<file path="config.mk">
export PLATFORM = sky130hd
export DESIGN_NAME = radix_digit_emitter_top_flat
export DESIGN_NICKNAME = d
export VERILOG_FILES = /design/src/rtl/core/rde_pkg.sv /design/src/rtl/core/rde_if.sv /design/src/rtl/core/rde_cell.sv /design/src/rtl/core/rde_ctrl.sv /design/src/rtl/core/radix_digit_emitter_top.sv /design/src/flat_wrapper.sv
export SDC_FILE = /design/constraint.sdc
export NUM_CORES = 2
export LEC_CHECK = 0
export ABC_AREA = 1
export BUFFER_PORTS_ARGS = -buffer_cell sky130_fd_sc_hd__clkbuf_2
export CAP_MARGIN = 5
export CORE_MARGIN = 2
export CORE_UTILIZATION = 54
export CTS_BUF_LIST = sky130_fd_sc_hd__clkbuf_8
export DETAILED_ROUTE_END_ITERATION = 8
export MAX_ROUTING_LAYER = met4
export PLACE_DENSITY = 0.7
export REMOVE_ABC_BUFFERS = 1
export SLEW_MARGIN = 25
export SYNTH_ARGS = -nofsm -noshare
export SYNTH_HDL_FRONTEND = slang
export SYNTH_SLANG_ARGS = --single-unit
</file>
<file path="constraint.sdc">
create_clock -name clk -period 8.1 [get_ports clk]
set_input_delay 0.405 -clock clk [delete_from_list [all_inputs] [get_ports clk]]
set_output_delay 0.405 -clock clk [all_outputs]
set_load 0.02 [all_outputs]
</file>
<file path="src/rtl/core/rde_pkg.sv">
package rde_pkg;

    localparam int VALUE_BITS_DEF = 64;
    localparam int IN_VALUE_W     = 64;
    localparam int RADIX_W        = 6;
    localparam int DIGIT_W        = 6;
    localparam int CHAR_W         = 8;

    localparam logic [RADIX_W-1:0] RADIX_MIN = RADIX_W'(2);
    localparam logic [RADIX_W-1:0] RADIX_MAX = RADIX_W'(36);
    localparam logic [RADIX_W-1:0] RADIX_DEC = RADIX_W'(10);
    localparam logic [DIGIT_W-1:0] DIGIT_MAX_DEC = DIGIT_W'(9);
    localparam logic [DIGIT_W-1:0] DIGIT_TEN     = DIGIT_W'(10);
    localparam logic [CHAR_W-1:0]  CHAR_MINUS    = CHAR_W'(8'h2D);
    localparam logic [CHAR_W-1:0]  CHAR_ZERO     = CHAR_W'(48);

    typedef enum logic [2:0] {
        ST_IDLE,
        ST_CONV,
        ST_SKIP,
        ST_SIGN,
        ST_EMIT
    } state_t;

    typedef struct packed {
        logic clear;
        logic feed;
        logic shift;
    } cell_ctrl_t;

    typedef struct packed {
        logic in_ready;
        logic out_valid;
        logic out_sign;
        logic out_last;
    } port_ctrl_t;

    function automatic logic [CHAR_W-1:0] digit_to_char(
        input logic [DIGIT_W-1:0] d,
        input logic [CHAR_W-1:0]  letter
    );
        logic [CHAR_W-1:0] ch;
        if (d > DIGIT_MAX_DEC)
            ch = letter + CHAR_W'(d - DIGIT_TEN);
        else
            ch = CHAR_ZERO + CHAR_W'(d);
        return ch;
    endfunction

endpackage

</file>
<file path="src/rtl/core/rde_if.sv">
interface rde_in_if import rde_pkg::*; ();
    logic                    valid;
    logic                    ready;
    logic [IN_VALUE_W-1:0]   value;
    logic [RADIX_W-1:0]      radix;
    logic [CHAR_W-1:0]       letter_start;

    modport source (output valid, output value, output radix, output letter_start,
                    input ready);
    modport sink   (input valid, input value, input radix, input letter_start,
                    output ready);
endinterface

interface rde_out_if import rde_pkg::*; ();
    logic              valid;
    logic              ready;
    logic [CHAR_W-1:0] char_out;
    logic              last_char;

    modport source (output valid, output char_out, output last_char, input ready);
    modport sink   (input valid, input char_out, input last_char, output ready);
endinterface

</file>
<file path="src/rtl/core/rde_cell.sv">
module rde_cell
    import rde_pkg::*;
(
    input  logic               clk,
    input  logic               rst_n,
    input  cell_ctrl_t         ctrl,
    input  logic [RADIX_W-1:0] radix,
    input  logic               carry_in,
    input  logic               vld_in,
    input  logic [DIGIT_W-1:0] digit_in,
    output logic               carry_out,
    output logic               vld_out,
    output logic [DIGIT_W-1:0] digit_out
);

    logic [DIGIT_W-1:0] digit_reg;
    logic               carry_reg;
    logic               vld_reg;
    logic [DIGIT_W:0]   dbl;
    logic               over;

    // digit*2 + carry, reduced once by the base
    assign dbl  = {digit_reg, carry_in};
    assign over = (dbl >= {1'b0, radix});

    always_ff @(posedge clk)
    begin
        if (ctrl.clear)
            digit_reg <= '0;
        else if (ctrl.shift)
            digit_reg <= digit_in;
        else if (vld_in)
            digit_reg <= over ? DIGIT_W'(dbl - {1'b0, radix}) : DIGIT_W'(dbl);
    end

    always_ff @(posedge clk or negedge rst_n)
    begin
        if (!rst_n)
        begin
            carry_reg <= 1'b0;
            vld_reg   <= 1'b0;
        end
        else if (ctrl.clear)
        begin
            carry_reg <= 1'b0;
            vld_reg   <= 1'b0;
        end
        else
        begin
            carry_reg <= vld_in & over;
            vld_reg   <= vld_in;
        end
    end

    assign carry_out = carry_reg;
    assign vld_out   = vld_reg;
    assign digit_out = digit_reg;

endmodule

</file>
<file path="src/rtl/core/rde_ctrl.sv">
module rde_ctrl
    import rde_pkg::*;
#(
    parameter int VALUE_BITS = VALUE_BITS_DEF
)
(
    input  logic       clk,
    input  logic       rst_n,
    input  logic       in_fire,
    input  logic       out_fire,
    input  logic       minus,
    input  logic       top_zero,
    output cell_ctrl_t cell_ctrl,
    output port_ctrl_t port_ctrl
);

    localparam int CNT_W = $clog2(2 * VALUE_BITS);
    localparam int REM_W = $clog2(VALUE_BITS + 1);
    localparam logic [CNT_W-1:0] CNT_FEED = CNT_W'(VALUE_BITS);
    localparam logic [CNT_W-1:0] CNT_LAST = CNT_W'(2 * VALUE_BITS - 2);
    localparam logic [REM_W-1:0] REM_FULL = REM_W'(VALUE_BITS);
    localparam logic [REM_W-1:0] REM_ONE  = REM_W'(1);

    state_t            state_reg, state_next;
    logic [CNT_W-1:0]  cnt_reg, cnt_next;
    logic [REM_W-1:0]  rem_reg, rem_next;
    logic              minus_reg, minus_next;

    always_ff @(posedge clk or negedge rst_n)
    begin
        if (!rst_n)
        begin
            state_reg <= ST_IDLE;
            cnt_reg   <= '0;
            rem_reg   <= '0;
            minus_reg <= 1'b0;
        end
        else
        begin
            state_reg <= state_next;
            cnt_reg   <= cnt_next;
            rem_reg   <= rem_next;
            minus_reg <= minus_next;
        end
    end

    always_comb
    begin
        state_next = state_reg;
        cnt_next   = cnt_reg;
        rem_next   = rem_reg;
        minus_next = minus_reg;
        unique case (state_reg)
            ST_IDLE:
            begin
                if (in_fire)
                begin
                    state_next = ST_CONV;
                    cnt_next   = '0;
                    rem_next   = REM_FULL;
                    minus_next = minus;
                end
            end
            ST_CONV:
            begin
                cnt_next = cnt_reg + CNT_W'(1);
                if (cnt_reg == CNT_LAST)
                    state_next = ST_SKIP;
            end
            ST_SKIP:
            begin
                if (top_zero && (rem_reg != REM_ONE))
                    rem_next = rem_reg - REM_W'(1);
                else
                    state_next = minus_reg ? ST_SIGN : ST_EMIT;
            end
            ST_SIGN:
            begin
                if (out_fire)
                    state_next = ST_EMIT;
            end
            ST_EMIT:
            begin
                if (out_fire)
                begin
                    rem_next = rem_reg - REM_W'(1);
                    if (rem_reg == REM_ONE)
                        state_next = ST_IDLE;
                end
            end
            default:
            begin
                state_next = ST_IDLE;
            end
        endcase
    end

    always_comb
    begin
        cell_ctrl           = '0;
        port_ctrl           = '0;
        unique case (state_reg)
            ST_IDLE:
            begin
                port_ctrl.in_ready = 1'b1;
                cell_ctrl.clear    = in_fire;
            end
            ST_CONV:
            begin
                cell_ctrl.feed = (cnt_reg < CNT_FEED);
            end
            ST_SKIP:
            begin
                cell_ctrl.shift = top_zero && (rem_reg != REM_ONE);
            end
            ST_SIGN:
            begin
                port_ctrl.out_valid = 1'b1;
                port_ctrl.out_sign  = 1'b1;
            end
            ST_EMIT:
            begin
                port_ctrl.out_valid = 1'b1;
                port_ctrl.out_last  = (rem_reg == REM_ONE);
                cell_ctrl.shift     = out_fire;
            end
            default:
            begin
                cell_ctrl = '0;
            end
        endcase
    end

endmodule

</file>
<file path="src/rtl/core/radix_digit_emitter_top.sv">
// Radix digit emitter: prints one integer as ASCII characters.
// number: valid/ready word with value, radix and letter_start. Only the low
//   VALUE_BITS bits of value are used; radix is clamped to 2..36.
// chars: valid/ready word with char_out and last_char, most significant
//   digit first, a leading '-' for negative numbers in base ten only.
// One number is in flight at a time; number.ready is high only while idle.
// Conversion runs through a row of VALUE_BITS digit cells. Value bits enter
//   the bottom cell MSB first, one per cycle, and the carries ripple up the
//   row through a register in each cell.
// Leading zero digits are then shifted out of the top cell, one per cycle,
//   keeping at least one digit. The minus sign, if any, and the digits are
//   then sent as characters.
// A stalled receiver holds the current character; nothing advances until
//   it is taken. After the word flagged last_char, number.ready returns in
//   the next cycle.
// Reset returns the block to idle; a number in progress is dropped.
module radix_digit_emitter_top
    import rde_pkg::*;
#(
    parameter int VALUE_BITS = VALUE_BITS_DEF
)
(
    input  logic        clk,
    input  logic        rst_n,
    rde_in_if.sink      number,
    rde_out_if.source   chars
);

    cell_ctrl_t               cell_ctrl;
    port_ctrl_t               port_ctrl;
    logic                     in_fire;
    logic                     out_fire;
    logic [VALUE_BITS-1:0]    v_in;
    logic                     neg_in;
    logic [RADIX_W-1:0]       radix_in;
    logic [VALUE_BITS-1:0]    mag_reg;
    logic [RADIX_W-1:0]       radix_reg;
    logic [CHAR_W-1:0]        letter_reg;
    logic [VALUE_BITS:0]      carry_chain;
    logic [VALUE_BITS:0]      vld_chain;
    logic [DIGIT_W-1:0]       digit_chain [VALUE_BITS+1];
    logic [DIGIT_W-1:0]       digit_top;

    assign in_fire  = number.valid && number.ready;
    assign out_fire = chars.valid && chars.ready;

    assign v_in = number.value[VALUE_BITS-1:0];

    always_comb
    begin
        if (number.radix < RADIX_MIN)
            radix_in = RADIX_MIN;
        else if (number.radix > RADIX_MAX)
            radix_in = RADIX_MAX;
        else
            radix_in = number.radix;
    end

    assign neg_in = (radix_in == RADIX_DEC) && v_in[VALUE_BITS-1];

    always_ff @(posedge clk)
    begin
        if (in_fire)
        begin
            mag_reg    <= neg_in ? (~v_in + VALUE_BITS'(1)) : v_in;
            radix_reg  <= radix_in;
            letter_reg <= number.letter_start;
        end
        else if (cell_ctrl.feed)
        begin
            mag_reg <= {mag_reg[VALUE_BITS-2:0], 1'b0};
        end
    end

    rde_ctrl #(
        .VALUE_BITS (VALUE_BITS)
    ) u_ctrl (
        .clk       (clk),
        .rst_n     (rst_n),
        .in_fire   (in_fire),
        .out_fire  (out_fire),
        .minus     (neg_in),
        .top_zero  (digit_top == '0),
        .cell_ctrl (cell_ctrl),
        .port_ctrl (port_ctrl)
    );

    assign carry_chain[0] = mag_reg[VALUE_BITS-1];
    assign vld_chain[0]   = cell_ctrl.feed;
    assign digit_chain[0] = '0;

    for (genvar k = 0; k < VALUE_BITS; k++)
    begin : g_cell
        rde_cell u_cell (
            .clk       (clk),
            .rst_n     (rst_n),
            .ctrl      (cell_ctrl),
            .radix     (radix_reg),
            .carry_in  (carry_chain[k]),
            .vld_in    (vld_chain[k]),
            .digit_in  (digit_chain[k]),
            .carry_out (carry_chain[k+1]),
            .vld_out   (vld_chain[k+1]),
            .digit_out (digit_chain[k+1])
        );
    end

    assign digit_top = digit_chain[VALUE_BITS];

    assign number.ready    = port_ctrl.in_ready;
    assign chars.valid     = port_ctrl.out_valid;
    assign chars.last_char = port_ctrl.out_last;
    assign chars.char_out  = port_ctrl.out_sign ? CHAR_MINUS
                                                : digit_to_char(digit_top, letter_reg);

    // top cell never overflows: the row is wide enough for base two
    a_no_top_carry: assert property (@(posedge clk) disable iff (!rst_n)
        !carry_chain[VALUE_BITS])
        else $error("carry out of top digit cell");

    a_ready_excl: assert property (@(posedge clk) disable iff (!rst_n)
        !(number.ready && chars.valid))
        else $error("input ready while output pending");

    a_digit_range: assert property (@(posedge clk) disable iff (!rst_n)
        (chars.valid && !port_ctrl.out_sign) |-> (digit_top < radix_reg))
        else $error("emitted digit not below radix");

    a_last_idle: assert property (@(posedge clk) disable iff (!rst_n)
        (out_fire && chars.last_char) |=> number.ready)
        else $error("not idle after last character");

    a_stream_busy: assert property (@(posedge clk) disable iff (!rst_n)
        vld_chain[VALUE_BITS] |-> !number.ready)
        else $error("cell stream active while idle");

endmodule
</file>
<file path="src/flat_wrapper.sv">
// flat-port wrapper written by rule: the top's interface ports become plain ports
module radix_digit_emitter_top_flat import rde_pkg::*;
#(
    parameter int VALUE_BITS = VALUE_BITS_DEF
)
  (clk, rst_n, number_valid, number_value, number_radix, number_letter_start, number_ready, chars_valid, chars_char_out, chars_last_char, chars_ready);
  rde_in_if number_i ();
  rde_out_if chars_i ();
  input  logic clk;
  input  logic rst_n;
  input wire logic [$bits(number_i.valid)-1:0] number_valid;
  input wire logic [$bits(number_i.value)-1:0] number_value;
  input wire logic [$bits(number_i.radix)-1:0] number_radix;
  input wire logic [$bits(number_i.letter_start)-1:0] number_letter_start;
  output wire logic [$bits(number_i.ready)-1:0] number_ready;
  output wire logic [$bits(chars_i.valid)-1:0] chars_valid;
  output wire logic [$bits(chars_i.char_out)-1:0] chars_char_out;
  output wire logic [$bits(chars_i.last_char)-1:0] chars_last_char;
  input wire logic [$bits(chars_i.ready)-1:0] chars_ready;
  assign number_i.valid = number_valid;
  assign number_i.value = number_value;
  assign number_i.radix = number_radix;
  assign number_i.letter_start = number_letter_start;
  assign number_ready = number_i.ready;
  assign chars_valid = chars_i.valid;
  assign chars_char_out = chars_i.char_out;
  assign chars_last_char = chars_i.last_char;
  assign chars_i.ready = chars_ready;
  radix_digit_emitter_top #(.VALUE_BITS(VALUE_BITS)) u_core (.clk(clk), .rst_n(rst_n), .number(number_i), .chars(chars_i));
endmodule
</file>
**Word level (Yosys, flattened, before mapping)**

Index checks and enable logic that the tools add are counted.

- Register bits after elaboration: 606
- Input bits: 82
- Word-level logic and storage cells: 836

- $add $sub $neg: 70
- Magnitude comparators: 68
- Eq/ne operators: 15
- Muxes and demuxes: 344
- Bitwise logic cells: 64
- Reduce and logical (&&, ||, !) cells: 78

Operators by type and width:

| cell | number |
|---|---|
| 2-to-1 mux 6 bit | 192 |
| >= comparator 7 x 6 -> 1 bit | 64 |
| subtractor 6 bit | 64 |
| 2-to-1 mux 64 bit | 3 |
| 2-to-1 mux 1 bit | 132 |
| nonzero test 2 bit | 65 |
| adder 64 x 1 -> 64 bit (second input constant) | 1 |
| inverter 64 bit | 1 |
| bitwise AND 1 bit | 63 |
| 2-to-1 mux 7 bit | 4 |
| 2-to-1 mux 3 bit | 7 |
| case mux 7 bit (3 select lines) | 1 |
| 2-to-1 mux 8 bit | 2 |
| case mux 3 bit (5 select lines) | 1 |
| != test 2 bit (second input constant) | 7 |
| case mux 7 bit (2 select lines) | 1 |
| adder 8 bit | 1 |
| adder 6 x 6 -> 7 bit (first input constant) | 1 |
| adder 7 x 1 -> 7 bit (second input constant) | 1 |
| == test 7 x 1 -> 1 bit (second input constant) | 1 |
| == test 7 bit (second input constant) | 1 |
| less-than comparator 7 bit (second input constant) | 1 |
| != test 7 x 1 -> 1 bit (second input constant) | 1 |
| subtractor 6 x 4 -> 7 bit (second input constant) | 1 |
| 17 further kinds | 23 |

**Longest topological paths before layout**

- Word-level depth: 7
- Mapped depth: 13

**Modules after synthesis**

Synthesis repeated with hierarchy kept, for this count alone.

- Cells, all modules: 7747
- Area, all modules: 52466.6 sq um

By module, submodules not included:

| module | instances | cells an instance | area an instance (sq um) |
|---|---|---|---|
| rde_cell | 64 | 102 | 700.7 |
| radix_digit_emitter_top | 1 | 1065 | 6492.5 |
| rde_ctrl | 1 | 154 | 1131.1 |

**Worst setup path after synthesis**

OpenSTA, ideal clock, no wires.

- Kind: register to register
- Start: register u_core.radix_reg[1]
- End: register u_core.g_cell[12].u_cell.digit_reg[5]
- Setup time: 132 ps
- Arrival: 6690 ps
- Required time: 7968 ps
- Setup slack: 1278 ps
- Cell stages (with the launch flop): 10
- Buffers on the path: 0
- Cell sequence: edfxtp_1 -> inv_1 -> ha_1 -> nand2_1 -> o21ai_0 -> nand3_1 -> nand3_1 -> nand3_1 -> nand3_1 -> a21oi_1

- Word-level cells in the longest chain between the ends: 4
- Elaborated cells between the ends (all ways): 5
- Those cells by class: add/sub: 1; order compare: 1; mux: 3

RTL lines:

| element | RTL line | source |
|---|---|---|
| start, declared | radix_digit_emitter_top.sv:37 | `logic [RADIX_W-1:0] radix_reg;` |
| start signal, assigned | radix_digit_emitter_top.sv:66 | `radix_reg <= radix_in;` |
| subtractor 6 bit / >= comparator 7 x 6 -> 1 bit (equally long branches) | rde_cell.sv:33, rde_cell.sv:24 |  |
| 2-to-1 mux 6 bit * | rde_cell.sv:33 | `digit_reg <= over ? DIGIT_W'(dbl - {1'b0, radix}) : DIGIT_W'(dbl);` |
| 2-to-1 mux 6 bit * | rde_cell.sv:32 | `else if (vld_in)` |
| 2-to-1 mux 6 bit * | rde_cell.sv:30 | `else if (ctrl.shift)` |
| end signal, assigned | rde_cell.sv:31 | `digit_reg <= digit_in;` |
| end signal, assigned | rde_cell.sv:33 |  |
| end, declared | rde_cell.sv:16 | `logic [DIGIT_W-1:0] digit_reg;` |

Mark *: on every way between the ends. The rest lies on a longest branch, timed or not. The select of a mux whose other input is x is not followed.
A chain may end at the register's enable or synchronous reset.

**Final worst setup path**

- Start: register u_core.radix_reg[1]
- End: register u_core.g_cell[5].u_cell.digit_reg[5]

- Word-level cells in the longest chain between the ends: 4
- Elaborated cells between the ends (all ways): 5
- Those cells by class: add/sub: 1; order compare: 1; mux: 3

RTL lines:

| element | RTL line |
|---|---|
| subtractor 6 bit / >= comparator 7 x 6 -> 1 bit (equally long branches) | rde_cell.sv:33, rde_cell.sv:24 |
| 2-to-1 mux 6 bit * | rde_cell.sv:33 |
| 2-to-1 mux 6 bit * | rde_cell.sv:32 |
| 2-to-1 mux 6 bit * | rde_cell.sv:30 |
| end signal, assigned | rde_cell.sv:31 |
| end signal, assigned | rde_cell.sv:33 |
| end, declared | rde_cell.sv:16 |

Marked as above.

==> flow_summary_export.csv <==
group,metric,value,unit
sta,final.min_clock_period,3.964,ns
grt,number_of_global_route_vias_before_repair,47845,
floorplan,rows,111,
synth,fraction_of_post_synthesis_cell_area_in_the_top_cell_type_by_area,15.63,%
routing,vias_per_cell,5.596,
power_and_ir_drop,ir_worst_vdd,178.3,µV
sta,worstMarginPinSlew,1.113,ns
floorplan,die_height,309.3,µm
sta,relSlewSlack,25.80,%
setup_path,worst_path_largest_cell_delay,0.59,ns
sta,maxClockFrequency,0.2523,GHz
sta,fin_worst_skew,0.03157,ns
sta,fin_crit_sh,48.94,%
synth,synth_top_cell_by_area,"sky130_fd_sc_hd__nand2_1",
sta,maxSlewViolCount,0,
routing,antenna_violating_nets_post_route,0,
layout,leading_cell_type_in_the_layout_fill_and_taps_excluded,"sky130_fd_sc_hd__nand2_1",
setup_path,worst-setup-path-type,"reg2reg",
clock_tree,cts_max_path_buffers,3,
clock_tree,cts.sinks,606,
setup_path,setup.worst_path.end_class,"flip-flop",
setup_path,cp_cell_sequence,"buf_12, inv_4, buf_4, ha_1, nand2_1, o21ai_0, nand3_1, nand3_1, nand3_1, nand3_1, a21oi_1",
clock_tree,worstSkewPairLatency,0.77,ns
synth,postSynthCellCount,7644,
clock_tree,h-tree-depth,3,
synth,synth_seq_cells,606,
sta,rsz0062_at_grt,"false",
run_status,status,"completed",
placement,gp_congestion,0.9647,
layout,layout.cells.most_common_list,"sky130_fd_sc_hd__nand2_1 (2094), sky130_fd_sc_hd__inv_1 (1171), sky130_fd_sc_hd__nand3_1 (819), sky130_fd_sc_hd__nand4_1 (656), sky130_fd_sc_hd__a21oi_1 (627)",
min_path,timing.hold.worst.class,"in2reg",
synth,synth.cell_area,50320,µm²
setup_path,cpMostUsedCell,"sky130_fd_sc_hd__nand3_1",
grt,grt_util_all_layers,29.95,%
clock_tree,tritoncts_clock_tree,"done",
routing,drc,0,
setup_path,cp_launch_type,"flip-flop",
layout,largest_reg_flops,384,
routing,postRouteWirelength,140200,µm
power_and_ir_drop,total_power,0.01177,W
job,max_cap_viol_count,0,
placement,dpl.cell_count,8793,
placement,port_buffers,92,
clock_tree,post_cts_resize_count,0,
grt,globalRoute.totalOverflow,0,
clock_tree,clkSlewWorstSetupHoldPaths,0.06,ns
synth,synth-edff-count,78,
power_and_ir_drop,leakagePower,26.11,nW
clock_tree,clock_tree.root_cell,"sky130_fd_sc_hd__clkbuf_8",
layout,drive_above_1_share,4.625,%
grt,grt_pass1_wl,234900,µm
setup_path,worstPathRequired,8.68,ns
floorplan,die-width,309.3,µm
placement,placed_cell_area,51670,µm²
synth,netlist-cell-type-count,42,
floorplan,dieArea,95640,µm²
sta,finalHoldViolations,0,
synth,synth.yosys.seq_area_share,27.09,%
placement,hpwl,91480,µm
routing,drt_iter0_markers,4058,
routing,drt_first_pass_iters,8,
sta,final.setup.tns,0,ns
synth,yosysWarnings,0,
sta,final.hold.worst_slack,0.05459,ns
setup_path,timing.critical_path.fanout_max,65,
floorplan,initial_utilization,54.73,%
floorplan,core_area,91940,µm²
setup_path,worstPathArrival,4.55,ns
sta,setup_violations,0,
layout,finalNonFillerCells,9030,
floorplan,num_io_pins,93,
setup_path,worst_path_max_delay_cell,"sky130_fd_sc_hd__buf_12",
power_and_ir_drop,power-per-cell-area,217.2,nW/µm²
layout,areaGrowthSynthToFinish,7.718,%
synth,synth_flop_cell,"sky130_fd_sc_hd__dfxtp_1",
routing,dr_total_vias,50532,
synth,syn-mean-instance-area,6.583,µm²
grt,grt_start_max_net_pins,220,
synth,async_flop_share,23.76,%
clock_tree,numCtsBuffers,114,
layout,fin_area,54200,µm²
layout,num-nets-final,8230,
synth,ys_top_cells_by_area,"sky130_fd_sc_hd__nand2_1 (16%), sky130_fd_sc_hd__dfxtp_1 (15%), sky130_fd_sc_hd__ha_1 (9.9%)",
grt,grt_antenna_before_repair,3,
routing,post_detailed_route_wirelength_per_cell,15.53,µm
## per-stage QoR
step / setup slack, ns / utilization, %
floorplan: -1.835 / -
global placement: 4.232 / 56.20
detailed placement: 4.181 / 56.20
CTS: 4.156 / 58.93
global route: 3.838 / 58.95
finish: 4.136 / 58.95
## worst max-delay path, delay by kind of cell (launching register included)
family                   cells  cell delay [ns]
adder cells (fa/ha/maj)      1             0.39
flip-flops                   1             0.37
AND/OR/NAND/NOR              5             0.86
buffers and inverters        3             1.63
AO/OA/AOI/OAI                2             0.40
## routing by layer
layer | GRT usage (%) | vias to the layer above | routed length, µm
met4 | 9.110 | 0 | 3814
met5 | - | - | 0
met1 | 39.02 | 23366 | 65540
met2 | 48.50 | 1254 | 63880
li1 | - | 25629 | -
met3 | 3.887 | 283 | 7014
## logic make-up (layout without fill, tap and decap cells)
logic type | Yosys count | in the layout | share of synthesized area (%)
xor gates and xnor gates | 215 | 215 | 3.742
other | 0 | 3 | 0
DFF | 606 | 606 | 27.09
adders and majority gates | 463 | 463 | 12.48
buffers and inverters | 1345 | 1485 | 10.44
AOI/OAI and AO/OA | 832 | 832 | 8.502
and+or+nand+nor | 4183 | 4183 | 37.74
## timing repair
action / 4_1_cts / 5_1_grt
hold buffers: 18 / 0
hold endpoints to repair: 78 / 0
endpoints found under the setup margin: 0 / 0
setup buffers: 0 / 0
## final cells by class
| cell class | instances | area, µm² |
|---|---|---|
| Fill cell | 8997 | 37740 |
| Multi-Input combinational cell | 5693 | 31490 |
| Sequential cell | 606 | 13630 |
| Inverter | 1134 | 4277 |
| Clock buffer | 141 | 1941 |
| Tap cell | 1243 | 1555 |
| Timing Repair Buffer | 136 | 918.4 |
| Clock inverter | 74 | 382.9 |
| Antenna cell | 3 | 7.507 |
## worst paths after layout
kind / from / endpoint / slack (ns) / cells past startpoint
hold reg to reg: u_core.g_cell[56].u_cell.vld_out$_DFF_PN0_ / u_core.g_cell[57].u_cell.vld_out$_DFF_PN0_ / 0.48 / 2
setup / recovery: u_core.radix_reg[1]$_DFFE_PP_ / u_core.g_cell[5].u_cell.digit_out[5]$_SDFFE_PP0P_ / 4.14 / 11
hold / removal: number_value[47] / u_core.mag_reg[47]$_DFFE_PP_ / 0.05 / 4
min in group asynchronous: rst_n / u_core.g_cell[44].u_cell.carry_out$_DFF_PN0_ / 0.26 / 2
setup reg to reg: u_core.radix_reg[1]$_DFFE_PP_ / u_core.g_cell[5].u_cell.digit_out[5]$_SDFFE_PP0P_ / 4.14 / 11
max in group asynchronous: rst_n / u_core.g_cell[56].u_cell.carry_out$_DFF_PN0_ / 6.62 / 3
## cells in the mapped netlist, types with 65 or more instances
cell type,number
sky130_fd_sc_hd__nand2_1,2095
sky130_fd_sc_hd__inv_1,1127
sky130_fd_sc_hd__nand3_1,819
sky130_fd_sc_hd__nand4_1,656
sky130_fd_sc_hd__a21oi_1,627
sky130_fd_sc_hd__ha_1,398
sky130_fd_sc_hd__nor2_1,394
sky130_fd_sc_hd__dfxtp_1,384
sky130_fd_sc_hd__o21ai_0,156
sky130_fd_sc_hd__dfrtp_1,144
sky130_fd_sc_hd__xnor2_1,127
sky130_fd_sc_hd__buf_2,102
sky130_fd_sc_hd__nand3b_1,91
sky130_fd_sc_hd__xor2_1,88
sky130_fd_sc_hd__edfxtp_1,78
sky130_fd_sc_hd__clkbuf_1,75
sky130_fd_sc_hd__fa_1,65
## power by group
part	switching (W)	internal (W)	total, W
clock network	0.00142	0.00165	0.00308
registers	0.000231	0.00353	0.00376
logic	0.00344	0.00150	0.00494
total	0.00509	0.00668	0.0118
Note: power is estimated with default switching activity, not from simulation.
